$ cat src/rtl/aoc_pkg.sv
package aoc_pkg;

  localparam int SIDE_W     = 14;
  localparam int PIX_W      = 8;
  localparam int CFG_IDX_W  = 4;
  localparam int CFG_DATA_W = 14;
  localparam int CELL_SIZE_DEF = 8;

  localparam logic [SIDE_W-1:0] WIDTH_RST  = SIDE_W'(256);
  localparam logic [SIDE_W-1:0] HEIGHT_RST = SIDE_W'(256);
  localparam logic [PIX_W-1:0]  LIGHT_RST  = PIX_W'(224);
  localparam logic [PIX_W-1:0]  DARK_RST   = PIX_W'(192);
  localparam logic [PIX_W-1:0]  ALPHA_MAX  = PIX_W'(255);

  typedef enum logic [CFG_IDX_W-1:0] {
    REG_WIDTH  = CFG_IDX_W'(0),
    REG_HEIGHT = CFG_IDX_W'(1),
    REG_LIGHT  = CFG_IDX_W'(2),
    REG_DARK   = CFG_IDX_W'(3)
  } cfg_idx_t;

  typedef struct packed {
    logic [SIDE_W-1:0] width;
    logic [SIDE_W-1:0] height;
    logic [PIX_W-1:0]  light;
    logic [PIX_W-1:0]  dark;
  } cfg_t;

  // position and background of one pixel, worked out when it is taken in
  typedef struct packed {
    logic [SIDE_W-1:0] col;
    logic [SIDE_W-1:0] row;
    logic              row_end;
    logic              frame_end;
    logic [PIX_W-1:0]  bg;
  } pos_t;

endpackage

$ cat src/rtl/aoc_raster.sv
module aoc_raster #(
  parameter int CELL_SIZE = aoc_pkg::CELL_SIZE_DEF
) (
  input  logic          clk,
  input  logic          rst_n,
  input  aoc_pkg::cfg_t cfg,
  input  logic          step,
  output aoc_pkg::pos_t pos
);

  localparam int SUB_W = $clog2(CELL_SIZE);
  localparam logic [SUB_W-1:0] SUB_LAST = SUB_W'(CELL_SIZE - 1);

  logic [aoc_pkg::SIDE_W-1:0] col_r, row_r;
  logic [SUB_W-1:0]           col_sub_r, row_sub_r;
  logic                       col_par_r, row_par_r;

  logic [aoc_pkg::SIDE_W-1:0] w_m1, h_m1;
  logic                       rend, fend;

  // zero size counts as one
  assign w_m1 = (cfg.width  == '0) ? '0 : cfg.width  - aoc_pkg::SIDE_W'(1);
  assign h_m1 = (cfg.height == '0) ? '0 : cfg.height - aoc_pkg::SIDE_W'(1);

  assign rend = (col_r >= w_m1);
  assign fend = rend && (row_r >= h_m1);

  always_comb begin
    pos.col       = col_r;
    pos.row       = (row_r > h_m1) ? '0 : h_m1 - row_r;
    pos.row_end   = rend;
    pos.frame_end = fend;
    pos.bg        = (col_par_r ^ row_par_r) ? cfg.dark : cfg.light;
  end

  // sub-cell counters carry the parity of col/CELL_SIZE and row/CELL_SIZE
  always_ff @(posedge clk) begin
    if (!rst_n) begin
      col_r     <= '0;
      row_r     <= '0;
      col_sub_r <= '0;
      row_sub_r <= '0;
      col_par_r <= 1'b0;
      row_par_r <= 1'b0;
    end else if (step) begin
      if (rend) begin
        col_r     <= '0;
        col_sub_r <= '0;
        col_par_r <= 1'b0;
        if (fend) begin
          row_r     <= '0;
          row_sub_r <= '0;
          row_par_r <= 1'b0;
        end else begin
          row_r <= row_r + aoc_pkg::SIDE_W'(1);
          if (row_sub_r == SUB_LAST) begin
            row_sub_r <= '0;
            row_par_r <= ~row_par_r;
          end else begin
            row_sub_r <= row_sub_r + SUB_W'(1);
          end
        end
      end else begin
        col_r <= col_r + aoc_pkg::SIDE_W'(1);
        if (col_sub_r == SUB_LAST) begin
          col_sub_r <= '0;
          col_par_r <= ~col_par_r;
        end else begin
          col_sub_r <= col_sub_r + SUB_W'(1);
        end
      end
    end
  end

endmodule

$ cat src/rtl/aoc_blend.sv
module aoc_blend (
  input  logic [aoc_pkg::PIX_W-1:0] chan,
  input  logic [aoc_pkg::PIX_W-1:0] alpha,
  input  logic [aoc_pkg::PIX_W-1:0] bg,
  output logic [aoc_pkg::PIX_W-1:0] res
);

  logic [aoc_pkg::PIX_W-1:0]   inv;
  logic [2*aoc_pkg::PIX_W-1:0] p_src, p_bg;
  logic [2*aoc_pkg::PIX_W:0]   t, rnd;

  assign inv   = aoc_pkg::ALPHA_MAX - alpha;
  assign p_src = {{aoc_pkg::PIX_W{1'b0}}, chan} * {{aoc_pkg::PIX_W{1'b0}}, alpha};
  assign p_bg  = {{aoc_pkg::PIX_W{1'b0}}, bg} * {{aoc_pkg::PIX_W{1'b0}}, inv};
  assign t     = {1'b0, p_src} + {1'b0, p_bg};
  // divide by 255, rounding down: (t + 1 + t/256) / 256
  assign rnd   = t + (2*aoc_pkg::PIX_W+1)'(1) + (t >> aoc_pkg::PIX_W);

  always_comb begin
    priority if (alpha == aoc_pkg::ALPHA_MAX) begin
      res = chan;
    end else if (alpha == '0) begin
      res = bg;
    end else begin
      res = rnd[2*aoc_pkg::PIX_W-1:aoc_pkg::PIX_W];
    end
  end

endmodule

$ cat src/rtl/alpha_over_checkerboard.sv
// An accepted input item passes the input register, then the result register.
// Throughput: one item per clock unless out_stall holds it; the input and result
// registers form a two-entry pipe, so a new item is taken while a result waits.
// The blend stage (two 8x8 products and an add per channel) sets the clock.
// Reset (rst_n, synchronous, low): pipe emptied, counters to zero, config
// registers to width 256, height 256, light 224, dark 192.
module alpha_over_checkerboard #(
  parameter int CELL_SIZE = aoc_pkg::CELL_SIZE_DEF
) (
  input  logic                           clk,
  input  logic                           rst_n,

  input  logic                           cfg_valid,
  output logic                           cfg_ready,
  input  logic [aoc_pkg::CFG_IDX_W-1:0]  cfg_index,
  input  logic [aoc_pkg::CFG_DATA_W-1:0] cfg_data,

  input  logic                           in_valid,
  output logic                           in_stall,
  input  logic [aoc_pkg::PIX_W-1:0]      in_blue,
  input  logic [aoc_pkg::PIX_W-1:0]      in_green,
  input  logic [aoc_pkg::PIX_W-1:0]      in_red,
  input  logic [aoc_pkg::PIX_W-1:0]      in_alpha,

  output logic                           out_valid,
  input  logic                           out_stall,
  output logic [aoc_pkg::PIX_W-1:0]      out_blue,
  output logic [aoc_pkg::PIX_W-1:0]      out_green,
  output logic [aoc_pkg::PIX_W-1:0]      out_red,
  output logic [aoc_pkg::SIDE_W-1:0]     out_col,
  output logic [aoc_pkg::SIDE_W-1:0]     out_row,
  output logic                           row_end,
  output logic                           frame_end
);

  // ---------------------------------------------------------------------
  // Configuration registers. Always ready; unknown indexes are dropped.
  // ---------------------------------------------------------------------
  aoc_pkg::cfg_t cfg_r;

  assign cfg_ready = 1'b1;

  always_ff @(posedge clk) begin
    if (!rst_n) begin
      cfg_r.width  <= aoc_pkg::WIDTH_RST;
      cfg_r.height <= aoc_pkg::HEIGHT_RST;
      cfg_r.light  <= aoc_pkg::LIGHT_RST;
      cfg_r.dark   <= aoc_pkg::DARK_RST;
    end else if (cfg_valid && cfg_ready) begin
      unique case (cfg_index)
        aoc_pkg::REG_WIDTH:  cfg_r.width  <= cfg_data[aoc_pkg::SIDE_W-1:0];
        aoc_pkg::REG_HEIGHT: cfg_r.height <= cfg_data[aoc_pkg::SIDE_W-1:0];
        aoc_pkg::REG_LIGHT:  cfg_r.light  <= cfg_data[aoc_pkg::PIX_W-1:0];
        aoc_pkg::REG_DARK:   cfg_r.dark   <= cfg_data[aoc_pkg::PIX_W-1:0];
        default: ;
      endcase
    end
  end

  // ---------------------------------------------------------------------
  // Pipe control. Stage 1 is the input register, stage 2 the result
  // register. Stall only when both hold an item and the sink is stalling.
  // ---------------------------------------------------------------------
  logic s1_valid_r, out_valid_r;
  logic in_take, s2_load;

  assign s2_load  = !out_valid_r || !out_stall;
  assign in_stall = s1_valid_r && !s2_load;
  assign in_take  = in_valid && !in_stall;

  always_ff @(posedge clk) begin
    if (!rst_n) begin
      s1_valid_r  <= 1'b0;
      out_valid_r <= 1'b0;
    end else begin
      if (s2_load) begin
        out_valid_r <= s1_valid_r;
      end
      if (in_take) begin
        s1_valid_r <= 1'b1;
      end else if (s2_load) begin
        s1_valid_r <= 1'b0;
      end
    end
  end

  // ---------------------------------------------------------------------
  // Raster position: counters advance once per accepted item, and the
  // item's position, flags and checkerboard shade are captured with it.
  // ---------------------------------------------------------------------
  aoc_pkg::pos_t pos_now;

  aoc_raster #(
    .CELL_SIZE (CELL_SIZE)
  ) u_raster (
    .clk   (clk),
    .rst_n (rst_n),
    .cfg   (cfg_r),
    .step  (in_take),
    .pos   (pos_now)
  );

  // stage 1 payload
  logic [aoc_pkg::PIX_W-1:0] s1_blue_r, s1_green_r, s1_red_r, s1_alpha_r;
  aoc_pkg::pos_t             s1_pos_r;

  always_ff @(posedge clk) begin
    if (in_take) begin
      s1_blue_r  <= in_blue;
      s1_green_r <= in_green;
      s1_red_r   <= in_red;
      s1_alpha_r <= in_alpha;
      s1_pos_r   <= pos_now;
    end
  end

  // ---------------------------------------------------------------------
  // Blend, one unit per channel, into the result register.
  // ---------------------------------------------------------------------
  logic [aoc_pkg::PIX_W-1:0] blue_nxt, green_nxt, red_nxt;

  aoc_blend u_blend_b (
    .chan (s1_blue_r), .alpha (s1_alpha_r), .bg (s1_pos_r.bg), .res (blue_nxt)
  );
  aoc_blend u_blend_g (
    .chan (s1_green_r), .alpha (s1_alpha_r), .bg (s1_pos_r.bg), .res (green_nxt)
  );
  aoc_blend u_blend_r (
    .chan (s1_red_r), .alpha (s1_alpha_r), .bg (s1_pos_r.bg), .res (red_nxt)
  );

  logic [aoc_pkg::PIX_W-1:0]  out_blue_r, out_green_r, out_red_r;
  logic [aoc_pkg::SIDE_W-1:0] out_col_r, out_row_r;
  logic                       row_end_r, frame_end_r;

  always_ff @(posedge clk) begin
    if (s2_load && s1_valid_r) begin
      out_blue_r  <= blue_nxt;
      out_green_r <= green_nxt;
      out_red_r   <= red_nxt;
      out_col_r   <= s1_pos_r.col;
      out_row_r   <= s1_pos_r.row;
      row_end_r   <= s1_pos_r.row_end;
      frame_end_r <= s1_pos_r.frame_end;
    end
  end

  assign out_valid = out_valid_r;
  assign out_blue  = out_blue_r;
  assign out_green = out_green_r;
  assign out_red   = out_red_r;
  assign out_col   = out_col_r;
  assign out_row   = out_row_r;
  assign row_end   = row_end_r;
  assign frame_end = frame_end_r;

  // ---------------------------------------------------------------------
  // Assertions
  // ---------------------------------------------------------------------
  // the last pixel of a frame is always the last of its row
  a_frame_row: assert property (@(posedge clk) disable iff (!rst_n)
    out_valid_r |-> (!frame_end_r || row_end_r))
    else $error("frame_end without row_end");

  // frame end lands on the top destination row after the flip
  a_frame_row0: assert property (@(posedge clk) disable iff (!rst_n)
    (out_valid_r && frame_end_r) |-> (out_row_r == '0))
    else $error("frame_end on non-zero flipped row");

  // an item held in stage 1 during a stall is not lost
  a_s1_hold: assert property (@(posedge clk) disable iff (!rst_n)
    (s1_valid_r && !s2_load) |=> (s1_valid_r && out_valid_r))
    else $error("stage 1 item dropped while stalled");

endmodule
$ cat config.mk
export PLATFORM = sky130hd
export DESIGN_NAME = alpha_over_checkerboard
export DESIGN_NICKNAME = d
export VERILOG_FILES = /design/src/rtl/aoc_pkg.sv /design/src/rtl/aoc_raster.sv /design/src/rtl/aoc_blend.sv /design/src/rtl/alpha_over_checkerboard.sv
export SDC_FILE = /design/constraint.sdc
export NUM_CORES = 1
export LEC_CHECK = 0
export BUFFER_PORTS_ARGS = -buffer_cell sky130_fd_sc_hd__buf_2
export CAP_MARGIN = 20
export CORE_MARGIN = 1
export CORE_UTILIZATION = 45
export CTS_CLUSTER_SIZE = 20
export DETAILED_ROUTE_END_ITERATION = 10
export PLACE_DENSITY = 0.73
export SYNTH_ARGS = -nofsm -noshare
export SYNTH_HDL_FRONTEND = slang
export SYNTH_HIERARCHICAL = 1
export SYNTH_SLANG_ARGS = --single-unit
$ cat constraint.sdc
create_clock -name clk -period 7.2 [get_ports clk]
set_input_delay 1.44 -clock clk [delete_from_list [all_inputs] [get_ports clk]]
set_output_delay 1.44 -clock clk [all_outputs]
set_load 0.02 [all_outputs]
==> results.ini, run 1 <==
[cells_and_area]
final_util=0.547
fillers=4659
multi_input_area_mm2=0.0181
fin_nets=3503
drive_gt1_frac=0.201
mostFrequentLayoutCells=inv_1 (457), fa_1 (283), ha_1 (232)
final_common_cell=inv_1
area_growth_pct=19.6
regArea_mm2=0.00537

[timing]
max_freq_mhz=139
grt_setup_unrepaired=true
skew_ns=0.0140
setup_viol=0
timing.final.crit_share=0.999
layout_setup_ws_ns=0.00559
slew_headroom=0.297
slew_violations=0
hold_ws_ns=0.422
final_hold_viol_count=0
tightest_slew_ns=1.05
fin_crit_ns=7.19

[placement]
place_hpwl_um=49600
dp_slack_ns=-0.126
place.gp.congestion=0.919
io_buffers=110

[synth]
yosysUniqueCellTypes=106
synthFlopType=edfxtp_1
synth_area_leaders=fa_1 (24%), edfxtp_1 (15%), ha_1 (13%)
ys_ff_latch=206
syn_avg_cell_area_um2=9.42
syn_area_mm2=0.0247
postSynthCellCount=2623
synth.top_cell.area_share=0.237
synthArstFlopShare=0
synth.net_count=3223
ys_seq_area_frac=0.217
synth_top_area_cell=fa_1
synth_edf_count=124
ys_warn_count=6

[grt]
first_global_vias=20800
grt_pass1_wl_um=106000
antenna_found_initial=3
grt_start_max_net_pins=77
grt_usage=0.236
grt_overflow=0

[clock_network]
root_buffer=clkbuf_16
clk_pin_slew_worst_paths_ns=0.06
ctsHoldBuffers=0
cts.path.max_buffers=3
clock_latency_ns=0.57
clock_sinks=206
cts_max_level=1
cts_tree=yes
numCtsBuffers=26

[setup_path]
critPathBufInv=6
cp-start-kind=register
worst_path_dominant_cell_family=adder cells
r2r_start=s1_alpha_r[5]
worstSetupPathType=reg -> reg
max_stage_delay_ns=0.54
crit_path_end_kind=register
crit_path_start=s1_alpha_r[5]
path_common_cell=fa_1
rrSetupSlack_ns=0.006
worstPathRequired_ns=7.58
worstPathArrival_ns=7.57
worst_path_max_delay_cell=fa_1
worst-path-max-fanout=7

[hold_path]
min_from=s1_pos_r[34]
hold_class=reg -> reg

[floorplan]
fp.dieW_um=236
coreArea_mm2=0.0540
initial_core_util=0.457
rows=85
die_area_mm2=0.0558
pin_count=112
die_h_um=236

[drt]
final_antenna_net_count=0
wl_um=66300
drcViolationCount=0
avgRoutedWirePerCell_um=18.3
vias_per_cell=5.38
vias=19500
drtPass1Iterations=6
drtIter0Drc=1227

[outcome]
status=complete, no violations

[run]
cap_violations=0

==> metrics by stage <==
| step | instance area [um2] | TNS, ns | std cells |
|---|---|---|---|
| final | 29500 | 0 | 3621 |
| after global routing | 29500 | -2.31 | 3619 |
| after CTS | 28300 | -0.0506 | 3570 |
| after detailed placement | 27200 | -0.667 | 3505 |
| after global placement | 27200 | 0 | 3505 |
| after floorplan | 24900 | -0.268 | 2623 |
==> path summary, 6_finish.rpt <==
kind	endpoint	cells after the start
setup / recovery	out_green[1]	29
hold / removal	out_col[10]	0
setup reg to reg	out_green[1]	29
hold reg to reg	out_col[10]	0
==> kinds of logic (layout without fill, tap and decap cells) <==
| kind of cell | count (synthesis) | after routing | synth area share |
|---|---|---|---|
| compound gates | 301 | 301 | 0.0854 |
| xor+xnor | 79 | 79 | 0.0289 |
| fa+ha+maj | 545 | 545 | 0.365 |
| buf+inv | 555 | 855 | 0.0871 |
| flops | 206 | 206 | 0.217 |
| mux | 63 | 63 | 0.0260 |
| other cells | 4 | 6 | 0.000608 |
| simple gates | 870 | 870 | 0.190 |
==> sequential cells by signal, summed over array words and instances, names as in the netlist, 14 cells and up <==
name,cells
u_raster/row_r,14
out_col,14
u_raster/col_r,14
out_row,14
s1_pos_r,38
cfg_r,44
==> synthesized netlist by cell type, types with 45 or more instances <==
cell      count
fa_1        292
nand2b_1     68
dfxtp_1      82
nor2b_1     158
nand2_1     218
mux2i_1      54
inv_1       477
edfxtp_1    124
a21oi_1      75
xnor2_1      45
nor2_1      110
o21ai_0      48
ha_1        253
and2_1      116
==> routing by layer <==
layer  global-route usage  part of all wire  vias to the layer above
li1                     -                 -                     9089
met1                0.294              0.42                     9710
met2                0.415              0.50                      543
met3               0.0332             0.052                      145
met4               0.0830             0.034                        2
met5                    0           0.00020                        -
==> final cells by class <==
class,count,area share
repair buffers,330,0.0882
inverters,477,0.0606
multi-input cells,1862,0.611
well taps,696,0.0295
flip-flops and latches,206,0.182
diodes,2,0.000169
clock buffers,32,0.0242
clock inverters,16,0.00453
==> what timing repair did <==
| item | in CTS | in global routing |
|---|---|---|
| setup buffers | 15 | 46 |
| cloned | 2 | 4 |
| pin swaps | 23 | 140 |
| setup endpoints to repair | 13 | 23 |
| gates resized for setup | 23 | 173 |
Power of run 1 is not shown: default switching activity piles up to over one toggle a cycle in this logic, so the estimate is an artifact.
==> run 2: changes to the inputs <==
--- a/config.mk
+++ b/config.mk
@@ -5,6 +5,7 @@
 export SDC_FILE = /design/constraint.sdc
 export NUM_CORES = 1
 export LEC_CHECK = 0
+export ABC_AREA = 1
 export BUFFER_PORTS_ARGS = -buffer_cell sky130_fd_sc_hd__buf_2
 export CAP_MARGIN = 20
 export CORE_MARGIN = 1
==> constraint.sdc (replaced) <==
create_clock -name clk -period 7.2 [get_ports clk]
set_input_delay 0.72 -clock clk [delete_from_list [all_inputs] [get_ports clk]]
set_output_delay 0.72 -clock clk [all_outputs]
set_load 0.02 [all_outputs]
==> results.ini, run 2 <==
[setup_path]
r2r_start=s1_alpha_r[6]
worst-path-max-fanout=6
r2r-end=out_green[5]
max_stage_delay_ns=0.55
rrSetupSlack_ns=0.19
worst_path_max_delay_cell=fa_1
cp-start-kind=register
worstSetupPathType=reg -> reg
crit_path_end_kind=register
path_common_cell=nand2_1
worstPathArrival_ns=7.34
worstPathRequired_ns=7.53
worst-r2r-cell-count=34

[cells_and_area]
fin_nets=4170
mostFrequentLayoutCells=inv_1 (855), nand2_1 (763), nor2_1 (325)
antenna_cells=0
largest_register=cfg_r
area_growth_pct=12.8
top_regs=cfg_r (44), s1_pos_r (38)
final_common_cell=inv_1
final_util=0.517
fillers=5372
drive_gt1_frac=0.122
fin_cells=4345
largest_reg_flops=44
fin_area_mm2=0.0294

[synth]
synthArstFlopShare=0
postSynthCellCount=3422
ys_seq_area_frac=0.206
synth.net_count=4022
synth.top_cell.area_share=0.224
ys_warn_count=6
synth_edf_count=124
syn_avg_cell_area_um2=7.61
synth_top_area_cell=fa_1
yosysMostFrequentCell=inv_1
synthFlopType=edfxtp_1
synth_common_cells=inv_1 (868), nand2_1 (774), nor2_1 (335)
ys_ff_latch=206
yosysUniqueCellTypes=59
syn_area_mm2=0.0261
synth_area_leaders=fa_1 (22%), edfxtp_1 (14%), inv_1 (13%)

[floorplan]
rows=87
coreArea_mm2=0.0568
pin_count=112
initial_core_util=0.459
die_area_mm2=0.0589
die_h_um=243
fp.dieW_um=243

[drt]
wl_um=66900
final_antenna_net_count=0
drcViolationCount=0
vias=21700
vias_per_cell=4.99
drtPass1Iterations=6
avgRoutedWirePerCell_um=15.4
drtIter0Drc=1504

[grt]
grt_start_max_net_pins=52
grt_pass1_wl_um=106000
first_global_vias=21100
grt_usage=0.221
grt_overflow=0
antenna_found_initial=7

[clock_network]
clock_sinks=206
cts.path.max_buffers=3
clock_latency_ns=0.59
clk_pin_slew_worst_paths_ns=0.06
cts_max_level=1
root_buffer=clkbuf_16
cts_tree=yes
numCtsBuffers=25

[hold_path]
min_from=in_alpha[0]
whs_endpoint=s1_alpha_r[0]
whs_path_depth=1
hold_class=in -> reg

[timing]
slew_headroom=0.323
final_hold_viol_count=0
timing.final.crit_share=0.973
slew_violations=0
layout_setup_ws_ns=0.193
max_freq_mhz=143
skew_ns=0.0166
setup_viol=0
tightest_slew_ns=1.01
fin_crit_ns=7.01

[placement]
dp_cells=4237
place.gp.congestion=0.912
io_buffers=110
post_dp_cell_area_mm2=0.0275
place_hpwl_um=49300
dp_slack_ns=0.0733

[outcome]
status=complete, no violations

[run]
cap_violations=0

==> run 2: cell types whose count changed in the layout (fill, tap and decap cells not counted), moves of 54 or more <==
cell / previous run / this run
buf_4: 177 / 88
nor2b_1: 146 / 0
mux2i_1: 54 / 0
inv_1: 457 / 855
nand2_1: 213 / 763
nor2_1: 105 / 325
and2_1: 105 / 2
nand2b_1: 64 / 0
nand3_1: 36 / 133
==> run 2: logic make-up after synthesis <==
family | count (synthesis) | share of synthesized area
fa+ha+maj | 545 | 0.346
mux | 8 | 0.00346
compound gates | 185 | 0.0395
buf+inv | 981 | 0.146
flops | 206 | 0.206
simple gates | 1441 | 0.240
xor+xnor | 52 | 0.0189
other cells | 4 | 0.000576
==> run 2: stage by stage <==
step,hold WS [ns],setup TNS [ns]
after floorplan,0.400,0
after global placement,0.402,0
after detailed placement,0.405,0
after CTS,0.284,0
after global routing,0.290,-0.937
final,0.314,0
==> run 2: layer usage <==
metal | vias to the layer above | global-route usage | wire, um
li1 | 10600 | - | -
met1 | 10200 | 0.288 | 28600
met2 | 665 | 0.375 | 31600
met3 | 139 | 0.0402 | 4520
met4 | 14 | 0.0640 | 2110
met5 | - | 0 | 80
==> run 2: how the worst max path moves through the flow <==
stage                   from      endpoint  cells past startpoint
2_1_floorplan  s1_alpha_r[2]    out_red[6]                     34
3_3_place_gp   s1_alpha_r[7]    out_red[6]                     34
3_5_place_dp     s1_pos_r[5]    out_red[6]                     34
4_1_cts          s1_pos_r[5]    out_red[6]                     34
5_1_grt          s1_pos_r[5]    out_red[6]                     35
6_report       s1_alpha_r[6]  out_green[5]                     34
==> run 2: worst max-delay path: cells and delay by family (launching register included) <==
kind                     cells  cell delay (ns)
AO/OA/AOI/OAI                3             0.53
AND/OR/NAND/NOR             13             0.97
adder cells (fa/ha/maj)      8             3.76
buffers and inverters        9             0.76
XOR/XNOR                     1             0.22
flip-flops                   1             0.48
==> run 2: final cells by class <==
type | instances | area, um2 | area share
multi-input cells | 2235 | 17200 | 0.586
flip-flops and latches | 206 | 5370 | 0.183
inverters | 883 | 3340 | 0.114
repair buffers | 219 | 1620 | 0.0550
well taps | 756 | 946 | 0.0322
clock buffers | 31 | 716 | 0.0244
clock inverters | 15 | 179 | 0.00609
==> run 2: what timing repair did <==
action                     CTS  global route
hold endpoints to repair     0             0
resized for setup            0            81
hold buffers                 0             0
setup buffers                0            55
setup endpoints to repair    0            24
Power of run 2 is left out for the same reason.
==> run 3: changes to the inputs <==
--- a/config.mk
+++ b/config.mk
@@ -5,7 +5,7 @@
 export SDC_FILE = /design/constraint.sdc
 export NUM_CORES = 1
 export LEC_CHECK = 0
-export ABC_AREA = 1
+export ABC_AREA = 0
 export BUFFER_PORTS_ARGS = -buffer_cell sky130_fd_sc_hd__buf_2
 export CAP_MARGIN = 20
 export CORE_MARGIN = 1
==> results.ini, run 3 (synthesis gave the netlist of run 1 again) <==
[setup_path]
worstSetupPathType=reg -> reg
worst-path-max-fanout=7
cp-start-kind=register
max_stage_delay_ns=0.54
worstPathRequired_ns=7.53
path_common_cell=fa_1
worstPathArrival_ns=7.56
crit_path_end_kind=register
worst_path_dominant_cell_family=adder cells
worst_path_max_delay_cell=fa_1
critPathBufInv=5

[clock_network]
numCtsBuffers=26
cts.path.max_buffers=3
clk_pin_slew_worst_paths_ns=0.07
ctsHoldBuffers=0
cts_max_level=1
clock_latency_ns=0.59
clock_sinks=206
root_buffer=clkbuf_16
cts_tree=yes

[floorplan]
die_area_mm2=0.0558
die_h_um=236
initial_core_util=0.457
fp.dieW_um=236
coreArea_mm2=0.0540
pin_count=112
rows=85

[placement]
place_hpwl_um=49500
dp_cells=3505
io_buffers=110
place.gp.congestion=0.916
dp_slack_ns=-0.104

[cells_and_area]
antenna_cells=0
largest_reg_flops=44
fin_cells=3626
top_regs=cfg_r (44), s1_pos_r (38)
mostFrequentLayoutCells=inv_1 (456), fa_1 (280), ha_1 (235)
largest_register=cfg_r
area_growth_pct=19.7
fin_nets=3510
final_util=0.547
drive_gt1_frac=0.202
final_common_cell=inv_1

[timing]
timing.final.crit_share=1.00
max_freq_mhz=138
slew_headroom=0.233
grt_setup_unrepaired=true
fin_crit_ns=7.23
tightest_slew_ns=1.15
layout_setup_ws_ns=-0.0265
skew_ns=0.0175
final_hold_viol_count=0
setup_viol=2
slew_violations=0

[grt]
antenna_found_initial=3
grt_pass1_wl_um=106000
first_global_vias=20700
grt_usage=0.236
grt_overflow=0
grt_start_max_net_pins=77

[outcome]
violations=negative setup slack
status=finished with violations

[run]
cap_violations=0

[drt]
final_antenna_net_count=0
drtIter0Drc=1440
drtPass1Iterations=6
wl_um=66600
drcViolationCount=0
vias=19700
vias_per_cell=5.44
avgRoutedWirePerCell_um=18.4

[hold_path]
hold_class=in -> reg

-- run 3: cell types whose count changed in the layout (fill, tap and decap cells not counted), sizes merged, moves of 117 or more --
cell,delta
and2,+117
buf,+118
inv,-397
nand2,-584
nor2,-237
nor2b,+158
-- run 3: layer usage --
layer	up-vias	global-route usage	share of wire
li1	9106	-	-
met5	-	0	0.00053
met4	6	0.0697	0.032
met1	9811	0.294	0.40
met2	647	0.415	0.50
met3	148	0.0414	0.070
-- run 3: area by class of cell --
cell class	count	area (um2)
Inverter	477	1790
Tap cell	696	871
Sequential cell	206	5370
Clock inverter	18	203
Fill cell	4667	24500
Clock buffer	30	676
Multi-Input combinational cell	1862	18000
Timing Repair Buffer	337	2670
-- run 3: repair_timing --
action                     CTS  global route
setup endpoints to repair   13            24
pin swaps                   11           145
setup buffers                7            58
resized for setup           17           191
gates cloned                 1             8
-- run 3: through the flow --
step / hold slack [ns] / instance area (um2) / setup TNS, ns
final: 0.307 / 29600 / -0.0522
after global routing: 0.294 / 29600 / -3.72
after CTS: 0.289 / 28300 / 0
after detailed placement: 0.406 / 27200 / -0.524
after global placement: 0.404 / 27200 / 0
after floorplan: 0.400 / 24900 / -0.268
-- run 3: path summary, 6_finish.rpt --
check	slack, ns	depth (start not counted)	end	from
min reg2reg	0.42	0	out_col[10]	s1_pos_r[34]
max	-0.03	27	out_red[7]	s1_alpha_r[5]
min	0.31	1	s1_alpha_r[0]	in_alpha[0]
max reg2reg	-0.03	27	out_red[7]	s1_alpha_r[5]
Power of run 3 is left out for the same reason.
